[src/design/trf_pkg.sv]
`timescale 1ns / 1ps
// ----------------------------------------------------------------------------
// trf_pkg: shared types and constants of the trace record framer
// Command and register codes, request and result payloads, sequencer states
// and the control group between the sequencer and the ring store.
// ----------------------------------------------------------------------------
package trf_pkg;

  // default sizes
  localparam int STORE_DEPTH_DEF = 1024;
  localparam int MAX_READ_DEF    = 64;

  // command codes
  localparam logic [2:0] CMD_INIT  = 3'd0;
  localparam logic [2:0] CMD_BEGIN = 3'd1;
  localparam logic [2:0] CMD_DATA  = 3'd2;
  localparam logic [2:0] CMD_END   = 3'd3;
  localparam logic [2:0] CMD_READ  = 3'd4;

  // configuration register indexes
  localparam logic [2:0] REG_FLAG   = 3'd0;
  localparam logic [2:0] REG_ESC    = 3'd1;
  localparam logic [2:0] REG_MASK   = 3'd2;
  localparam logic [2:0] REG_CKS_EN = 3'd3;
  localparam logic [2:0] REG_SEQ_EN = 3'd4;
  localparam logic [2:0] REG_STAMP  = 3'd5;

  // request payload
  typedef struct packed {
    logic [2:0]  cmd;
    logic [7:0]  event_id;
    logic [31:0] stamp;
    logic [31:0] payload;
    logic [2:0]  payload_bytes;
    logic [6:0]  read_request;
  } trf_in_t;

  // result payload
  typedef struct packed {
    logic [7:0]  out_byte;
    logic        out_valid;
    logic        last;
    logic [10:0] stored_count;
  } trf_out_t;

  // sequencer states
  typedef enum logic [2:0] {
    ST_BOOT,
    ST_IDLE,
    ST_STUFF,
    ST_ESC2,
    ST_FLAG,
    ST_READ,
    ST_DONE
  } trf_state_t;

  // sequencer to ring store control
  typedef struct packed {
    logic       clear;
    logic       wr_en;
    logic [7:0] wr_byte;
    logic       rd_en;
  } trf_ring_ctl_t;

  // timestamp size: only 0, 1 and 4 stand as given, all else is 2
  function automatic logic [2:0] trf_stamp_len(input logic [2:0] sb);
    logic [2:0] len;
    unique case (sb)
      3'd0:    len = 3'd0;
      3'd1:    len = 3'd1;
      3'd4:    len = 3'd4;
      default: len = 3'd2;
    endcase
    return len;
  endfunction

endpackage

[src/design/trf_stuff.sv]
`timescale 1ns / 1ps
// ----------------------------------------------------------------------------
// trf_stuff: byte stuffing and checksum unit
// Decides whether a byte needs an escape, forms the masked byte and adds the
// byte into the running checksum. Shared by every stuffed byte of a record.
// ----------------------------------------------------------------------------
module trf_stuff
  import trf_pkg::*;
(
  input  logic [7:0] data_in,
  input  logic [7:0] flag_value,
  input  logic [7:0] escape_value,
  input  logic [7:0] stuff_mask,
  input  logic [7:0] sum_in,
  output logic       need_esc,
  output logic [7:0] masked,
  output logic [7:0] sum_out
);

  // escape match against the delimiter and the escape byte itself
  assign need_esc = (data_in == flag_value) || (data_in == escape_value);

  // second byte of an escape pair
  assign masked = data_in ^ stuff_mask;

  // modulo 256 checksum
  assign sum_out = sum_in + data_in;

endmodule

[config.mk]
export PLATFORM = sky130hd
export DESIGN_NAME = trf_stuff
export DESIGN_NICKNAME = d
export VERILOG_FILES = /design/src/design/trf_pkg.sv /design/src/design/trf_stuff.sv
export SDC_FILE = /design/constraint.sdc
export NUM_CORES = 1
export LEC_CHECK = 0
export BUFFER_PORTS_ARGS = -buffer_cell sky130_fd_sc_hd__buf_2
export CORE_ASPECT_RATIO = 1.1
export CORE_MARGIN = 2
export CORE_UTILIZATION = 34
export DETAILED_ROUTE_END_ITERATION = 6
export GPL_ROUTABILITY_DRIVEN = 1
export PLACE_DENSITY_LB_ADDON = 0.3
export SYNTH_ARGS = -nofsm -noshare
export SYNTH_HDL_FRONTEND = slang
export SYNTH_SLANG_ARGS = --single-unit
export TNS_END_PERCENT = 20
[constraint.sdc]
create_clock -name vclk -period 1.8
set_input_delay 0.36 -clock vclk [all_inputs]
set_output_delay 0.36 -clock vclk [all_outputs]
set_load 0.005 [all_outputs]
# After elaboration in Yosys (flattened, before gate mapping)
# Index checks and enable logic that the tools add are counted.
[totals]
reg_bits = 0
latch_bits = 0
ramBits = 0
romBits = 0
inputBits = 40
output_inout_bits = 17
word_cells = 5
memories = 0
[op_classes]
addsub = 1
n_mul = 0
div = 0
magnitude_cmp = 0
n_eq_ne = 2
n_shift = 0
mux = 0
n_bitwise = 1
reduce_logical = 1
[ops]
columns = ["op", "count"]
rows = [
  ["$eq A8 B8 Y1", 2],
  ["$add A8 B8 Y8", 1],
  ["$xor A8 B8 Y8", 1],
  ["$logic_or A1 B1 Y1", 1],
]

# Longest topological paths before layout
[logic_depth]
ltp_word = 2
ltp_mapped = 7
ltp_nobuf = 7

# Worst setup path after synthesis
# OpenSTA, ideal clock, no wires.
[synth_timing]
path_kind = "input to output"
start = "in data_in[0]"
end = "out sum_out[6]"
arrival_ps = 1494
t_required_ps = 1440
slack_ps = -54
stages = 7
cell_sequence = "ha_1 -> inv_1 -> fa_1 -> nor2b_1 -> o21a_1 -> o21a_1 -> o311ai_1"
[synth_via]
elab_chain_len = 1
[synth_lines]
columns = ["element", "line_no", "source"]
rows = [
  ["start: declaration", "trf_stuff.sv:10", "input logic [7:0] data_in,"],
  ["$add A8 B8 Y8", "trf_stuff.sv:27", "assign sum_out = sum_in + data_in;"],
  ["end: declaration", "trf_stuff.sv:17", "output logic [7:0] sum_out"],
]
# Every way passes these cells.

# Final worst setup path
# Ends and elaborated chain as after synthesis.

==> impl_metrics.ini <==
[power_and_ir_drop]
p_leak_nw = 0.534
p_sw_mw = 0.135
intPower_mw = 0.188
power_frac_comb = 1.000
ir_drop_mv = 0.146
clockPowerShare = 0
swShare = 0.417
power_density_nw_per_um2 = 310
seq_power_share = 0

[floorplan]
fp.dieH_um = 46.0
die_area_um2 = 1940
die_x_um = 42.2
start_util = 0.354
ios = 57
rows = 15
core_area_um2 = 1540

[place]
dp_slack_ns = -0.311
gp_congestion = 0.757
io_buffer_count = 57
placed_cells = 160
dp_hpwl_mm = 1.58
place_area_um2 = 981

[route]
maxUsedRoutingLayer = met3
vias_per_cell = 4.69
drc = 0
ant_nets = 0
met3_length_um = 112
dr_wl_met2_mm = 1.05
detail_route.wirelength_mm = 1.80
drtPass1Iterations = 4
drt_iter0_drc = 6
wl_met1_um = 638
wire_per_inst_um = 11.1
vias = 760

[synthesis]
synthCells = 70
syn_area_um2 = 544
yosys_warnings = 0
synthDistinctLibCells = 20
syn_nets = 118
ys_seq_area_frac = 0
syn_avg_cell_area_um2 = 7.78

[worst_setup_path]
required_ns = 1.44
cp_top_family = compound AO/OA/AOI/OAI gates
end_kind = output pin
crit_path_top_delay_cell = o211ai_1
path_buf_inv = 4
worstPathCellList = buf_8 -> ha_4 -> inv_2 -> fa_2 -> nor2b_1 -> o21a_1 -> buf_6 -> o211ai_1 -> o311ai_2 -> buf_2
cp.depth = 10
timing_worst_setup_path_type = in2out
arrival_ns = 1.69
critPathMaxFanout = 2
cp_slowest_stage_delay_ns = 0.21
start_kind = input pin

[timing]
rsz0062_at_grt = yes
drv_slew = 0
worst_slew_pin_slew_ns = 0.292
max_freq_ghz = 0.489
finalWorstSetupSlack_ns = -0.246
hold_ws_ns = 0.966
finalCritPeriodShare = 1.14
min_period_ns = 2.05
final.setup.tns_ns = -0.731
finalSetupViolCount = 5
maxSlewHeadroom = 0.805
final_hold_viol_count = 0

[global_routing]
grt_antenna_before_repair = 0
grt_pass1_wl_mm = 2.98
grt_usage = 0.194
grt_pass1_vias = 694
grt_overflow_total = 0
grt_max_degree = 5

[cells_and_area]
register_area_um2 = 0
layoutNonFillerInstCount = 162
drive_above_1_share = 0.559
final_net_count = 195
nClkBuffers = 0
seq_cells = 0
antenna_cells = 0
post-route-cell-area_um2 = 1040
syn2layout_area_growth_pct = 91.7
num-fill-cells = 138

[clocking]
cts.hold.buffers_added = 0

[outcome]
status = finished, violations left
violations = negative setup slack

[run]
maxCapViolCount = 0

[hold_path]
min_path_cells = 3
worst_hold_path_type = in2out
[power groups by stage]
stage	Clock, mW	Sequential (mW)	Combinational, mW
5_1_grt	0	0	0.360
6_report	0	0	0.323
4_1_cts	0	0	0.322
2_1_floorplan	0	0	0.145
3_3_place_gp	0	0	0.298
3_5_place_dp	0	0	0.305
[final timing paths]
kind,from,endpoint,slack (ns)
setup / recovery,data_in[0],sum_out[6],-0.25
hold / removal,stuff_mask[7],masked[7],0.97
[synth_stat cells]
cell type | instances | share of area
xnor2_1 | 21 | 0.34
xor2_1 | 8 | 0.13
ha_1 | 7 | 0.16
inv_1 | 6 | 0.041
nor2_1 | 5 | 0.034
nand4_1 | 4 | 0.046
a21oi_1 | 2 | 0.018
nand3_1 | 2 | 0.018
nor2b_1 | 2 | 0.023
o211ai_1 | 2 | 0.028
o21a_1 | 2 | 0.028
a221oi_1 | 1 | 0.016
fa_1 | 1 | 0.037
nand2_1 | 1 | 0.0069
nand2b_1 | 1 | 0.012
nor3_1 | 1 | 0.0092
o22a_1 | 1 | 0.016
o22ai_1 | 1 | 0.012
o311ai_1 | 1 | 0.016
or3_1 | 1 | 0.012
[through the flow]
| stage | power (mW) | util |
|---|---|---|
| 6_report | 0.323 | 0.678 |
| 5_1_grt | 0.360 | 0.678 |
| 4_1_cts | 0.322 | 0.672 |
| 3_5_place_dp | 0.305 | 0.637 |
| 3_3_place_gp | 0.298 | 0.637 |
| 2_1_floorplan | 0.145 | - |
[logic make-up after synthesis]
| family | share of synthesized area |
|---|---|
| and+or+nand+nor | 0.161 |
| buffers and inverters | 0.0414 |
| AOI/OAI and AO/OA | 0.133 |
| adders and majority gates | 0.198 |
| xor gates and xnor gates | 0.467 |
[layout by cell type, fill, tap and decap left out, drive strengths merged]
master	count
a21oi	2
a221oi	1
buf	75
fa	1
ha	7
inv	6
nand2	1
nand2b	1
nand3	2
nand4	4
nor2	5
nor2b	2
nor3	1
o211ai	2
o21a	2
o22a	1
o22ai	1
o311ai	1
or3	1
xnor2	21
xor2	8
[layer usage]
metal  vias up  global-route usage
met2        29               0.413
met5         -                   0
met1       337               0.224
met3         0              0.0159
met4         0                   0
li1        394                   -
[area by class of cell]
class | instances | area [um^2] | share of cell area
Inverter | 6 | 22.5 | 0.0216
Multi-Input combinational cell | 64 | 559 | 0.536
Tap cell | 17 | 21.3 | 0.0204
Timing Repair Buffer | 75 | 440 | 0.422
[repair_timing]
action / in CTS / in global routing
pin swaps: 6 / 5
setup buffers: 2 / 0
setup endpoints to repair: 5 / 5
gates resized for setup: 6 / 3
Note: power is estimated with default switching activity, not from simulation.
